`src/design/imm_pkg.sv`:
```
// Shared types and constants for the integer matrix multiplier.
// No dependencies; imported by every module of the block.
package imm_pkg;

   localparam int MAX_DIM_DEFAULT    = 8;
   localparam int ELEM_WIDTH_DEFAULT = 16;

   localparam int CFG_W       = 4;
   localparam int DIM_W       = CFG_W + 1;
   localparam int CSR_IDX_W   = 2;
   localparam int PRODUCT_W   = 35;
   localparam int IDX_W       = 3;
   localparam int RSP_PAD_LSB = PRODUCT_W + 2 * IDX_W;
   localparam int RSP_DATA_W  = ((RSP_PAD_LSB + 7) / 8) * 8;
   localparam int QUEUE_DEPTH = 4;

   typedef enum logic [CSR_IDX_W-1:0] {
      CSR_ROWS_A    = 2'd0,
      CSR_INNER_DIM = 2'd1,
      CSR_COLS_B    = 2'd2
   } csr_index_type;

   // clamped matrix dimensions, each 1..MAX_DIM
   typedef struct packed {
      logic [DIM_W-1:0] rows;
      logic [DIM_W-1:0] inner;
      logic [DIM_W-1:0] cols;
   } dims_type;

endpackage

```
`src/design/imm_fifo.sv`:
```
// Small synchronous FIFO between the load front end and the compute back end.
// Uses imm_pkg for the default depth.
module imm_fifo #(
   parameter int WIDTH = 8,
   parameter int DEPTH = imm_pkg::QUEUE_DEPTH
) (
   input  logic             clock,
   input  logic             reset,
   input  logic             push,
   input  logic [WIDTH-1:0] push_data,
   output logic             full,
   input  logic             pop,
   output logic             out_valid,
   output logic [WIDTH-1:0] out_data
);
   import imm_pkg::*;

   localparam int PTR_W = (DEPTH > 1) ? $clog2(DEPTH) : 1;
   localparam int CNT_W = $clog2(DEPTH + 1);

   logic [WIDTH-1:0] slot_ff [DEPTH];
   logic [PTR_W-1:0] wr_ptr_ff;
   logic [PTR_W-1:0] rd_ptr_ff;
   logic [CNT_W-1:0] count_ff;
   logic             do_push;
   logic             do_pop;

   assign full      = (count_ff == CNT_W'(DEPTH));
   assign out_valid = (count_ff != '0);
   assign out_data  = slot_ff[rd_ptr_ff];
   assign do_push   = push && !full;
   assign do_pop    = pop && out_valid;

   always_ff @(posedge clock) begin
      if (do_push) begin
         slot_ff[wr_ptr_ff] <= push_data;
      end
      if (reset) begin
         wr_ptr_ff <= '0;
         rd_ptr_ff <= '0;
         count_ff  <= '0;
      end else begin
         if (do_push) begin
            wr_ptr_ff <= (wr_ptr_ff == PTR_W'(DEPTH - 1)) ? '0 : wr_ptr_ff + 1'b1;
         end
         if (do_pop) begin
            rd_ptr_ff <= (rd_ptr_ff == PTR_W'(DEPTH - 1)) ? '0 : rd_ptr_ff + 1'b1;
         end
         case ({do_push, do_pop})
            2'b10:   count_ff <= count_ff + 1'b1;
            2'b01:   count_ff <= count_ff - 1'b1;
            default: count_ff <= count_ff;
         endcase
      end
   end

endmodule

```
`src/design/imm_front.sv`:
```
// Load front end: counts incoming elements, tags each as an A or B store write
// with its address, and marks the element that completes matrix B. Uses imm_pkg.
module imm_front #(
   parameter int MAX_DIM    = imm_pkg::MAX_DIM_DEFAULT,
   parameter int ELEM_WIDTH = imm_pkg::ELEM_WIDTH_DEFAULT,
   parameter int AW         = 6
) (
   input  logic                       clock,
   input  logic                       reset,
   input  imm_pkg::dims_type          dims,
   input  logic                       load_clear,
   input  logic                       elem_valid,
   input  logic [ELEM_WIDTH-1:0]      elem_data,
   output logic                       elem_ready,
   output logic                       wr_push,
   output logic [ELEM_WIDTH+AW+1:0]   wr_word,
   input  logic                       wr_full
);
   import imm_pkg::*;

   localparam int LC_W = $clog2(2 * MAX_DIM * MAX_DIM + 1);

   logic [LC_W-1:0] load_count_ff;
   logic [LC_W-1:0] load_count_in;
   logic [LC_W-1:0] size_a;
   logic [LC_W-1:0] size_total;
   logic            is_b;
   logic            is_final;
   logic [AW-1:0]   addr;
   logic            take;

   assign size_a     = LC_W'(dims.rows) * LC_W'(dims.inner);
   assign size_total = size_a + LC_W'(dims.inner) * LC_W'(dims.cols);
   assign is_b       = (load_count_ff >= size_a);
   assign is_final   = ((load_count_ff + 1'b1) == size_total);
   assign addr       = is_b ? AW'(load_count_ff - size_a) : AW'(load_count_ff);

   assign elem_ready = !wr_full;
   assign take       = elem_valid && elem_ready;
   assign wr_push    = take;
   // word: data, address, B select, final flag (lowest bit up)
   assign wr_word    = {is_final, is_b, addr, elem_data};

   always_comb begin
      load_count_in = load_count_ff;
      if (take) begin
         load_count_in = is_final ? '0 : load_count_ff + 1'b1;
      end
      if (load_clear) begin
         load_count_in = '0;
      end
   end

   always_ff @(posedge clock) begin
      if (reset) begin
         load_count_ff <= '0;
      end else begin
         load_count_ff <= load_count_in;
      end
   end

endmodule

```
`src/design/imm_back.sv`:
```
// Compute back end: owns the A and B element memories, drains store writes from
// the queue, then walks i, j, k through a read / multiply / accumulate pipeline.
// Uses imm_pkg for dims_type and result widths.
module imm_back #(
   parameter int MAX_DIM    = imm_pkg::MAX_DIM_DEFAULT,
   parameter int ELEM_WIDTH = imm_pkg::ELEM_WIDTH_DEFAULT,
   parameter int AW         = 6
) (
   input  logic                              clock,
   input  logic                              reset,
   input  imm_pkg::dims_type                 dims,
   input  logic                              wr_valid,
   input  logic [ELEM_WIDTH+AW+1:0]          wr_word,
   output logic                              wr_pop,
   output logic                              res_valid,
   input  logic                              res_ready,
   output logic signed [imm_pkg::PRODUCT_W-1:0] res_product,
   output logic [imm_pkg::IDX_W-1:0]         res_row,
   output logic [imm_pkg::IDX_W-1:0]         res_col,
   output logic                              res_last
);
   import imm_pkg::*;

   localparam int DEPTH = MAX_DIM * MAX_DIM;
   localparam int CNT_W = (MAX_DIM > 1) ? $clog2(MAX_DIM) : 1;

   typedef struct packed {
      logic             first;
      logic             last_k;
      logic             last_all;
      logic [IDX_W-1:0] row;
      logic [IDX_W-1:0] col;
   } tag_type;

   logic [ELEM_WIDTH-1:0] mem_a [DEPTH];
   logic [ELEM_WIDTH-1:0] mem_b [DEPTH];

   logic [ELEM_WIDTH-1:0] wr_data;
   logic [AW-1:0]         wr_addr;
   logic                  wr_is_b;
   logic                  wr_final;

   logic                  busy_ff;
   logic [CNT_W-1:0]      i_ff, j_ff, k_ff;
   logic [CNT_W-1:0]      i_in, j_in, k_in;
   logic [AW-1:0]         ia_ff, ib_ff, rowbase_ff;
   logic [AW-1:0]         ia_in, ib_in, rowbase_in;
   logic                  busy_in;
   logic                  adv;
   logic                  last_k, last_j, last_i;
   tag_type               tag_issue;

   logic                         s1_valid_ff;
   tag_type                      s1_tag_ff;
   logic signed [ELEM_WIDTH-1:0] rd_a_ff, rd_b_ff;
   logic                         s2_valid_ff;
   tag_type                      s2_tag_ff;
   logic signed [2*ELEM_WIDTH-1:0] mul_ff;
   logic signed [PRODUCT_W-1:0]  acc_ff;
   logic signed [PRODUCT_W-1:0]  acc_in;

   logic                         res_valid_ff;
   logic signed [PRODUCT_W-1:0]  res_product_ff;
   logic [IDX_W-1:0]             res_row_ff, res_col_ff;
   logic                         res_last_ff;

   assign {wr_final, wr_is_b, wr_addr, wr_data} = wr_word;
   assign wr_pop = wr_valid && !busy_ff;
   assign adv    = !res_valid_ff || res_ready;

   assign last_k = (DIM_W'(k_ff) == dims.inner - DIM_W'(1));
   assign last_j = (DIM_W'(j_ff) == dims.cols - DIM_W'(1));
   assign last_i = (DIM_W'(i_ff) == dims.rows - DIM_W'(1));

   assign tag_issue = '{first:    (k_ff == '0),
                        last_k:   last_k,
                        last_all: last_k && last_j && last_i,
                        row:      IDX_W'(i_ff),
                        col:      IDX_W'(j_ff)};

   always_comb begin
      busy_in    = busy_ff;
      i_in       = i_ff;
      j_in       = j_ff;
      k_in       = k_ff;
      ia_in      = ia_ff;
      ib_in      = ib_ff;
      rowbase_in = rowbase_ff;
      if (!busy_ff) begin
         if (wr_pop && wr_final) begin
            busy_in    = 1'b1;
            i_in       = '0;
            j_in       = '0;
            k_in       = '0;
            ia_in      = '0;
            ib_in      = '0;
            rowbase_in = '0;
         end
      end else if (adv) begin
         if (!last_k) begin
            k_in  = k_ff + 1'b1;
            ia_in = ia_ff + 1'b1;
            ib_in = ib_ff + AW'(dims.cols);
         end else begin
            k_in = '0;
            if (!last_j) begin
               j_in  = j_ff + 1'b1;
               ia_in = rowbase_ff;
               ib_in = AW'(j_ff) + AW'(1);
            end else begin
               j_in  = '0;
               ib_in = '0;
               if (!last_i) begin
                  i_in       = i_ff + 1'b1;
                  rowbase_in = rowbase_ff + AW'(dims.inner);
                  ia_in      = rowbase_ff + AW'(dims.inner);
               end else begin
                  busy_in = 1'b0;
               end
            end
         end
      end
   end

   assign acc_in = s2_tag_ff.first ? PRODUCT_W'(mul_ff) : acc_ff + PRODUCT_W'(mul_ff);

   always_ff @(posedge clock) begin
      if (wr_pop && !wr_is_b) begin
         mem_a[wr_addr] <= wr_data;
      end
      if (adv) begin
         rd_a_ff <= mem_a[ia_ff];
      end
   end

   always_ff @(posedge clock) begin
      if (wr_pop && wr_is_b) begin
         mem_b[wr_addr] <= wr_data;
      end
      if (adv) begin
         rd_b_ff <= mem_b[ib_ff];
      end
   end

   always_ff @(posedge clock) begin
      i_ff       <= i_in;
      j_ff       <= j_in;
      k_ff       <= k_in;
      ia_ff      <= ia_in;
      ib_ff      <= ib_in;
      rowbase_ff <= rowbase_in;
      if (adv) begin
         s1_tag_ff <= tag_issue;
         s2_tag_ff <= s1_tag_ff;
         mul_ff    <= rd_a_ff * rd_b_ff;
         if (s2_valid_ff) begin
            acc_ff <= acc_in;
            if (s2_tag_ff.last_k) begin
               res_product_ff <= acc_in;
               res_row_ff     <= s2_tag_ff.row;
               res_col_ff     <= s2_tag_ff.col;
               res_last_ff    <= s2_tag_ff.last_all;
            end
         end
      end
      if (reset) begin
         busy_ff      <= 1'b0;
         s1_valid_ff  <= 1'b0;
         s2_valid_ff  <= 1'b0;
         res_valid_ff <= 1'b0;
      end else begin
         busy_ff <= busy_in;
         if (adv) begin
            s1_valid_ff  <= busy_ff;
            s2_valid_ff  <= s1_valid_ff;
            res_valid_ff <= s2_valid_ff && s2_tag_ff.last_k;
         end
      end
   end

   assign res_valid   = res_valid_ff;
   assign res_product = res_product_ff;
   assign res_row     = res_row_ff;
   assign res_col     = res_col_ff;
   assign res_last    = res_last_ff;

endmodule

```
`src/design/integer_matrix_multiply.sv`:
```
// Integer matrix multiplier, streaming in and out.
// Channels: req_* carries one signed element per transfer, first matrix A
// (rows_a x inner_dim) then matrix B (inner_dim x cols_b), both row-major.
// rsp_* returns C = A * B row-major, one element per transfer, with its row
// and column; rsp_tlast marks the final element of C.
// csr_*: write rows_a (0), inner_dim (1), cols_b (2) while idle. A write to
// one of them restarts the load; 0 counts as 1, above MAX_DIM as MAX_DIM.
// Timing: loading takes one element per cycle while the queue has room. The back end
// then runs one multiply-accumulate per cycle unless the result channel stalls,
// rows_a * cols_b * inner_dim in all, set by the single read port of each element
// memory; each result passes through the read, multiply and accumulate registers.
// Results are exact modulo 2^35.
// Reset: dimensions return to 8, the load count to zero, pipeline empties.
// A stalled receiver freezes the compute pipeline; the front end keeps
// taking elements until its 4-entry queue fills, then drops req_tready.
// Depends on imm_pkg, imm_front, imm_fifo, imm_back.
module integer_matrix_multiply #(
   parameter int MAX_DIM    = imm_pkg::MAX_DIM_DEFAULT,
   parameter int ELEM_WIDTH = imm_pkg::ELEM_WIDTH_DEFAULT
) (
   input  logic                                clock,
   input  logic                                reset,
   input  logic                                req_tvalid,
   output logic                                req_tready,
   input  logic [((ELEM_WIDTH+7)/8)*8-1:0]     req_tdata,   // element
   output logic                                rsp_tvalid,
   input  logic                                rsp_tready,
   output logic [imm_pkg::RSP_DATA_W-1:0]      rsp_tdata,   // product, row, col
   output logic                                rsp_tlast,
   input  logic                                csr_we,
   input  logic [imm_pkg::CSR_IDX_W-1:0]       csr_addr,
   input  logic [imm_pkg::CFG_W-1:0]           csr_wdata
);
   import imm_pkg::*;

   localparam int DEPTH  = MAX_DIM * MAX_DIM;
   localparam int AW     = (DEPTH > 1) ? $clog2(DEPTH) : 1;
   localparam int WORD_W = ELEM_WIDTH + AW + 2;

   logic [CFG_W-1:0] rows_a_ff, inner_dim_ff, cols_b_ff;
   logic             load_clear;
   dims_type         dims;

   logic              wr_push, wr_full, wr_pop, wr_valid;
   logic [WORD_W-1:0] front_word, queue_word;

   logic signed [PRODUCT_W-1:0] res_product;
   logic [IDX_W-1:0]            res_row, res_col;

   function automatic logic [DIM_W-1:0] clamp_dim(input logic [CFG_W-1:0] v);
      logic [DIM_W-1:0] r;
      r = DIM_W'(v);
      if (v == '0) begin
         r = DIM_W'(1);
      end else if (int'(v) > MAX_DIM) begin
         r = DIM_W'(MAX_DIM);
      end
      return r;
   endfunction

   assign dims = '{rows:  clamp_dim(rows_a_ff),
                   inner: clamp_dim(inner_dim_ff),
                   cols:  clamp_dim(cols_b_ff)};

   always_comb begin
      load_clear = 1'b0;
      if (csr_we) begin
         unique case (csr_addr) inside
            CSR_ROWS_A, CSR_INNER_DIM, CSR_COLS_B: load_clear = 1'b1;
            default:                               load_clear = 1'b0;
         endcase
      end
   end

   always_ff @(posedge clock) begin
      if (reset) begin
         rows_a_ff    <= CFG_W'(8);
         inner_dim_ff <= CFG_W'(8);
         cols_b_ff    <= CFG_W'(8);
      end else if (csr_we) begin
         unique case (csr_addr)
            CSR_ROWS_A:    rows_a_ff    <= csr_wdata;
            CSR_INNER_DIM: inner_dim_ff <= csr_wdata;
            CSR_COLS_B:    cols_b_ff    <= csr_wdata;
            default:       ;
         endcase
      end
   end

   imm_front #(
      .MAX_DIM   (MAX_DIM),
      .ELEM_WIDTH(ELEM_WIDTH),
      .AW        (AW)
   ) u_front (
      .clock     (clock),
      .reset     (reset),
      .dims      (dims),
      .load_clear(load_clear),
      .elem_valid(req_tvalid),
      .elem_data (req_tdata[ELEM_WIDTH-1:0]),
      .elem_ready(req_tready),
      .wr_push   (wr_push),
      .wr_word   (front_word),
      .wr_full   (wr_full)
   );

   imm_fifo #(
      .WIDTH(WORD_W),
      .DEPTH(QUEUE_DEPTH)
   ) u_queue (
      .clock    (clock),
      .reset    (reset),
      .push     (wr_push),
      .push_data(front_word),
      .full     (wr_full),
      .pop      (wr_pop),
      .out_valid(wr_valid),
      .out_data (queue_word)
   );

   imm_back #(
      .MAX_DIM   (MAX_DIM),
      .ELEM_WIDTH(ELEM_WIDTH),
      .AW        (AW)
   ) u_back (
      .clock      (clock),
      .reset      (reset),
      .dims       (dims),
      .wr_valid   (wr_valid),
      .wr_word    (queue_word),
      .wr_pop     (wr_pop),
      .res_valid  (rsp_tvalid),
      .res_ready  (rsp_tready),
      .res_product(res_product),
      .res_row    (res_row),
      .res_col    (res_col),
      .res_last   (rsp_tlast)
   );

   assign rsp_tdata = {(RSP_DATA_W - RSP_PAD_LSB)'(1'b0),
                       res_col, res_row, res_product};

endmodule

```
`config.mk`:
```
export PLATFORM = sky130hd
export DESIGN_NAME = integer_matrix_multiply
export DESIGN_NICKNAME = d
export VERILOG_FILES = /design/src/design/imm_pkg.sv /design/src/design/imm_fifo.sv /design/src/design/imm_front.sv /design/src/design/imm_back.sv /design/src/design/integer_matrix_multiply.sv
export SDC_FILE = /design/constraint.sdc
export NUM_CORES = 2
export LEC_CHECK = 0
export ABC_AREA = 0
export BUFFER_PORTS_ARGS = -buffer_cell sky130_fd_sc_hd__buf_2
export CORE_MARGIN = 2
export CORE_UTILIZATION = 60
export DETAILED_ROUTE_END_ITERATION = 10
export PLACE_DENSITY = 0.84
export REMOVE_ABC_BUFFERS = 1
export SLEW_MARGIN = 5
export SYNTH_ARGS = -nofsm -noshare
export SYNTH_HDL_FRONTEND = slang
export SYNTH_SLANG_ARGS = --single-unit
export TNS_END_PERCENT = 20
```
`constraint.sdc`:
```
create_clock -name clock -period 17.69 [get_ports clock]
set_clock_uncertainty 0.15 [all_clocks]
set_input_delay 0.8845 -clock clock [delete_from_list [all_inputs] [get_ports clock]]
set_output_delay 0.8845 -clock clock [all_outputs]
set_load 0.02 [all_outputs]
```
==> impl_summary.txt <==
----------------------------------------------------
[STA]
  Number of slew-limit violations in the final report ... 0
  Achievable Freq ... 145 MHz
  RSZ-0062 raised after global routing ... false
  Tightest Pin Transition ... 1400 ps
  Setup violations, final ... 0
  Worst max-slew margin expressed relative to the limit ... 6.40%
  Final setup margin ... 10790 ps
  Final period demand of the worst path ... 6900 ps
  Setup TNS ... 0 ps
  Final clock period utilization by the worst path ... 39.0%
  Final Hold Vio Count ... 0

[Yosys]
  Proportion of synthesized flip-flops having asynchronous set or reset ... 0%
  Number of distinct library cell variants in the gate-level netlist after synthesis ... 76
  Seq/Total Area, Yosys ... 68.6%
  Number of instances in the synthesized netlist ... 5272
  Number of enable flip-flop cells after synthesis ... 2330
  Synthesized area per cell ... 19.5 um^2
  Area of the mapped netlist ... 103000 um^2
  Top FF cell, synth ... sky130_fd_sc_hd__edfxtp_1
  Flip-flop and latch count after synthesis ... 2363
  Number of warning messages in the yosys log ... 0

[Flow run]
  Number of maximum-capacitance constraint violations ... 0

[Clocking]
  CTS Root Buffer Type ... sky130_fd_sc_hd__clkbuf_16
  Max clock buf depth ... 3
  Number of clock buffers inserted by TritonCTS ... 215
  Clk Latency, worst-skew pair ... 890 ps
  Post-CTS repair timing setup buffer count ... 0
  # resized after CTS ... 0
  Hold Buf Count CTS ... 0
  H-Tree Level Count ... 4
  Total number of clock tree sinks ... 2363
  CTS tree ... built
  Clock slew at the register clock pins of the worst setup and hold paths ... 70 ps

[Worst setup path]
  Required time of the critical path ... 18140 ps
  Beginning of the worst register-to-register path ... u_back.rd_b_ff[7]$_DFFE_PN_
  Delay of the slowest critical-path stage ... 750 ps
  Worst Path Class, Setup ... reg -> reg
  Crit path to ... u_back.mul_ff[22]$_DFFE_PN_
  Slowest cell on crit path ... sky130_fd_sc_hd__edfxtp_1
  Data arrival time at the worst-slack endpoint ... 7360 ps
  Category of the worst setup path capture point ... register
  Largest fanout on the critical path ... 16
  Number of cells on the critical path ... 20
  CP Cell Sequence ... nand2_1, fa_1, inv_1, fa_1, fa_1, fa_1, fa_1, inv_1, fa_1, inv_1, ha_1, a21oi_1, nand3_1, a41oi_1, nor3_1, or3_1, a211oi_1, o21bai_1, a21oi_1, xnor2_1
  Crit path top cell by count ... sky130_fd_sc_hd__fa_1
  Critical Path Start ... u_back.rd_b_ff[7]$_DFFE_PN_
  Reg2Reg Depth ... 20
  Worst Setup Start Kind ... register
  CP bufs+invs ... 3
  R2r endpoint ... u_back.mul_ff[22]$_DFFE_PN_
  Setup slack, reg-to-reg ... 10790 ps
  Family with the most delay on the worst path ... adder cells

[Layout]
  Area added between synthesis and finish ... 10.5%
  Share of post-route cells with drive strength above 1 ... 22.4%
  Core Util, Final ... 66.5%
  Sequential Area ... 70600 um^2
  Nets ... 5996
  Number of fillers in the final layout ... 9811
  Area of the multi-input gates ... 30100 um^2
  Number of cells in the finished layout apart from fillers ... 7944

[Place]
  GPL Wtd Cong ... 0.900
  Setup WS pre-CTS ... 10940 ps
  Count of buffers inserted at the top-level ports ... 70
  Half-perimeter wire length after placement ... 152 mm
  Placed Cells ... 7531

[Floorplanning]
  Effective utilization at floorplan ... 60.2%
  I/O pin count ... 78
  Die ar. ... 175000 um^2
  Die boundary height ... 418 um
  Die span in x ... 418 um
  # rows ... 152
  Placeable core region ... 171000 um^2

[GRT]
  Total GRT Usage ... 32.3%
  Global-route wire length before repair ... 403 mm
  GR Overflow Total ... 0
  Vias in the first global route ... 55612
  Largest net degree at the start of global routing ... 119
  Initial antenna violation count ... 22

[Routing]
  Average wire length per cell after detail routing ... 35.1 um
  Number of detailed-routing iterations run before antenna repair ... 8
  Vias ... 55781
  Remaining antenna violation count after routing ... 0
  Via/cell ratio ... 7.02
  Starting DRT DRC Count ... 9211
  Drt total wl ... 279 mm
  Number of design rule violations left after detail routing ... 0

[Min path]
  Class of the most critical hold timing path ... in -> reg

[Outcome]
  Result of the run ... finished, final reports clean

----------------------------------------------------
[cells in the final DEF, fill, tap and decap left out, types with 8 or more instances in the layout]
| master | instances |
|---|---|
| sky130_fd_sc_hd__dfxtp_1 | 32 |
| sky130_fd_sc_hd__nor2_1 | 236 |
| sky130_fd_sc_hd__a21oi_1 | 85 |
| sky130_fd_sc_hd__xor2_1 | 39 |
| sky130_fd_sc_hd__nand3_1 | 27 |
| sky130_fd_sc_hd__nor2b_1 | 16 |
| sky130_fd_sc_hd__and2_1 | 139 |
| sky130_fd_sc_hd__o21bai_1 | 11 |
| sky130_fd_sc_hd__mux2i_1 | 17 |
| sky130_fd_sc_hd__fa_1 | 280 |
| sky130_fd_sc_hd__nor2_2 | 10 |
| sky130_fd_sc_hd__o21a_1 | 10 |
| sky130_fd_sc_hd__nand2b_1 | 14 |
| sky130_fd_sc_hd__clkinv_2 | 39 |
| sky130_fd_sc_hd__and3_1 | 21 |
| sky130_fd_sc_hd__clkbuf_1 | 44 |
| sky130_fd_sc_hd__edfxtp_1 | 2330 |
| sky130_fd_sc_hd__clkbuf_16 | 221 |
| sky130_fd_sc_hd__ha_1 | 174 |
| sky130_fd_sc_hd__a211oi_1 | 11 |
| sky130_fd_sc_hd__buf_4 | 175 |
| sky130_fd_sc_hd__a31oi_1 | 8 |
| sky130_fd_sc_hd__diode_2 | 10 |
| sky130_fd_sc_hd__inv_1 | 347 |
| sky130_fd_sc_hd__clkinv_1 | 62 |
| sky130_fd_sc_hd__bufinv_16 | 24 |
| sky130_fd_sc_hd__nor3_1 | 16 |
| sky130_fd_sc_hd__or3_1 | 10 |
| sky130_fd_sc_hd__mux4_4 | 16 |
| sky130_fd_sc_hd__xnor2_1 | 77 |
| sky130_fd_sc_hd__o21ai_1 | 13 |
| sky130_fd_sc_hd__mux4_2 | 680 |
| sky130_fd_sc_hd__buf_2 | 70 |
| sky130_fd_sc_hd__a21o_1 | 35 |
| sky130_fd_sc_hd__nand2_1 | 239 |
| sky130_fd_sc_hd__o21ai_0 | 61 |
[registers in the layout, indices dropped and copies added, names as in the netlist, 6 cells and up, named ones only]
signal / flops
u_back.rd_b_ff: 16
u_back.s2_tag_ff: 9
u_back.acc_ff: 35
u_back.res_product: 35
u_back.mem_b: 1024
u_front.load_count_ff: 8
u_queue.slot_ff: 96
u_back.mem_a: 1024
u_back.s1_tag_ff: 9
u_back.mul_ff: 32
u_back.rowbase_ff: 6
u_back.ib_ff: 6
u_back.rd_a_ff: 16
u_back.ia_ff: 6
[cells in the mapped netlist, types with 33 or more instances]
cell | n | share of area [%]
sky130_fd_sc_hd__mux4_2 | 696 | 15
sky130_fd_sc_hd__dfxtp_1 | 33 | 0.64
sky130_fd_sc_hd__nand2_1 | 239 | 0.87
sky130_fd_sc_hd__edfxtp_1 | 2330 | 68
sky130_fd_sc_hd__o21ai_0 | 61 | 0.30
sky130_fd_sc_hd__ha_1 | 174 | 2.1
sky130_fd_sc_hd__fa_1 | 280 | 5.4
sky130_fd_sc_hd__clkbuf_1 | 147 | 0.54
sky130_fd_sc_hd__a21o_1 | 35 | 0.26
sky130_fd_sc_hd__nor2_1 | 246 | 0.90
sky130_fd_sc_hd__a21oi_1 | 85 | 0.41
sky130_fd_sc_hd__xor2_1 | 39 | 0.33
sky130_fd_sc_hd__buf_2 | 48 | 0.23
sky130_fd_sc_hd__xnor2_1 | 77 | 0.66
sky130_fd_sc_hd__inv_1 | 348 | 1.3
sky130_fd_sc_hd__and2_1 | 140 | 0.85
[stage by stage]
stage | cell area (um^2) | hold slack [ps]
6_report | 114000 | 83.1
3_5_place_dp | 107000 | 257
4_1_cts | 114000 | 35.3
5_1_grt | 114000 | 62.4
3_3_place_gp | 107000 | 255
2_1_floorplan | 102000 | 250
[kinds of logic after synthesis]
group           synth area share, %
fa+ha+maj                      7.56
other cells                 0.00364
xor+xnor                       1.01
compound gates                 1.68
simple gates                   3.46
mux                            15.5
flops                          68.6
buf+inv                        2.21
[routing by layer]
metal	vias to the layer above	routed length, um	global-route usage, %
li1	21113	-	-
met1	28660	95100	43.9
met2	5180	134000	50.7
met3	806	37400	8.29
met4	22	12400	12.7
met5	-	147	0
[worst min-delay path by stage]
stage | from | depth (start not counted) | endpoint | slack (ps)
global placement | u_back.s1_tag_ff[0]$_DFFE_PN_ | 0 | u_back.s2_tag_ff[0]$_DFFE_PN_ | 250
CTS | req_tdata[9] | 1 | u_queue.slot_ff[0][9]$_DFFE_PP_ | 40
global route | req_tdata[11] | 1 | u_queue.slot_ff[2][11]$_DFFE_PP_ | 60
floorplan | u_back.s2_tag_ff[0]$_DFFE_PN_ | 0 | u_back.res_col[0]$_DFFE_PP_ | 250
detailed placement | u_back.s1_tag_ff[3]$_DFFE_PN_ | 0 | u_back.s2_tag_ff[3]$_DFFE_PN_ | 260
finish | req_tdata[11] | 1 | u_queue.slot_ff[2][11]$_DFFE_PP_ | 80
[layout make-up]
cell class	count	share of cell area, %
clock buffers	265	5.01
clock inverters	138	1.22
diodes	10	0.0220
multi-input cells	2333	26.5
inverters	355	1.17
flip-flops and latches	2363	62.1
well taps	2233	2.46
repair buffers	247	1.50
[worst reg2reg max path, delay by kind of cell (launching register included)]
| kind | cells | cell delay, ps |
|---|---|---|
| adder cells (fa/ha/maj) | 7 | 3410 |
| AO/OA/AOI/OAI | 5 | 1210 |
| AND/OR/NAND/NOR | 4 | 870 |
| flip-flops | 1 | 750 |
| buffers and inverters | 3 | 160 |
| XOR/XNOR | 1 | 80 |
Power is left out: the tool's default activity adds up to more than one toggle a clock period on the data nets, which glitch-free logic cannot reach.
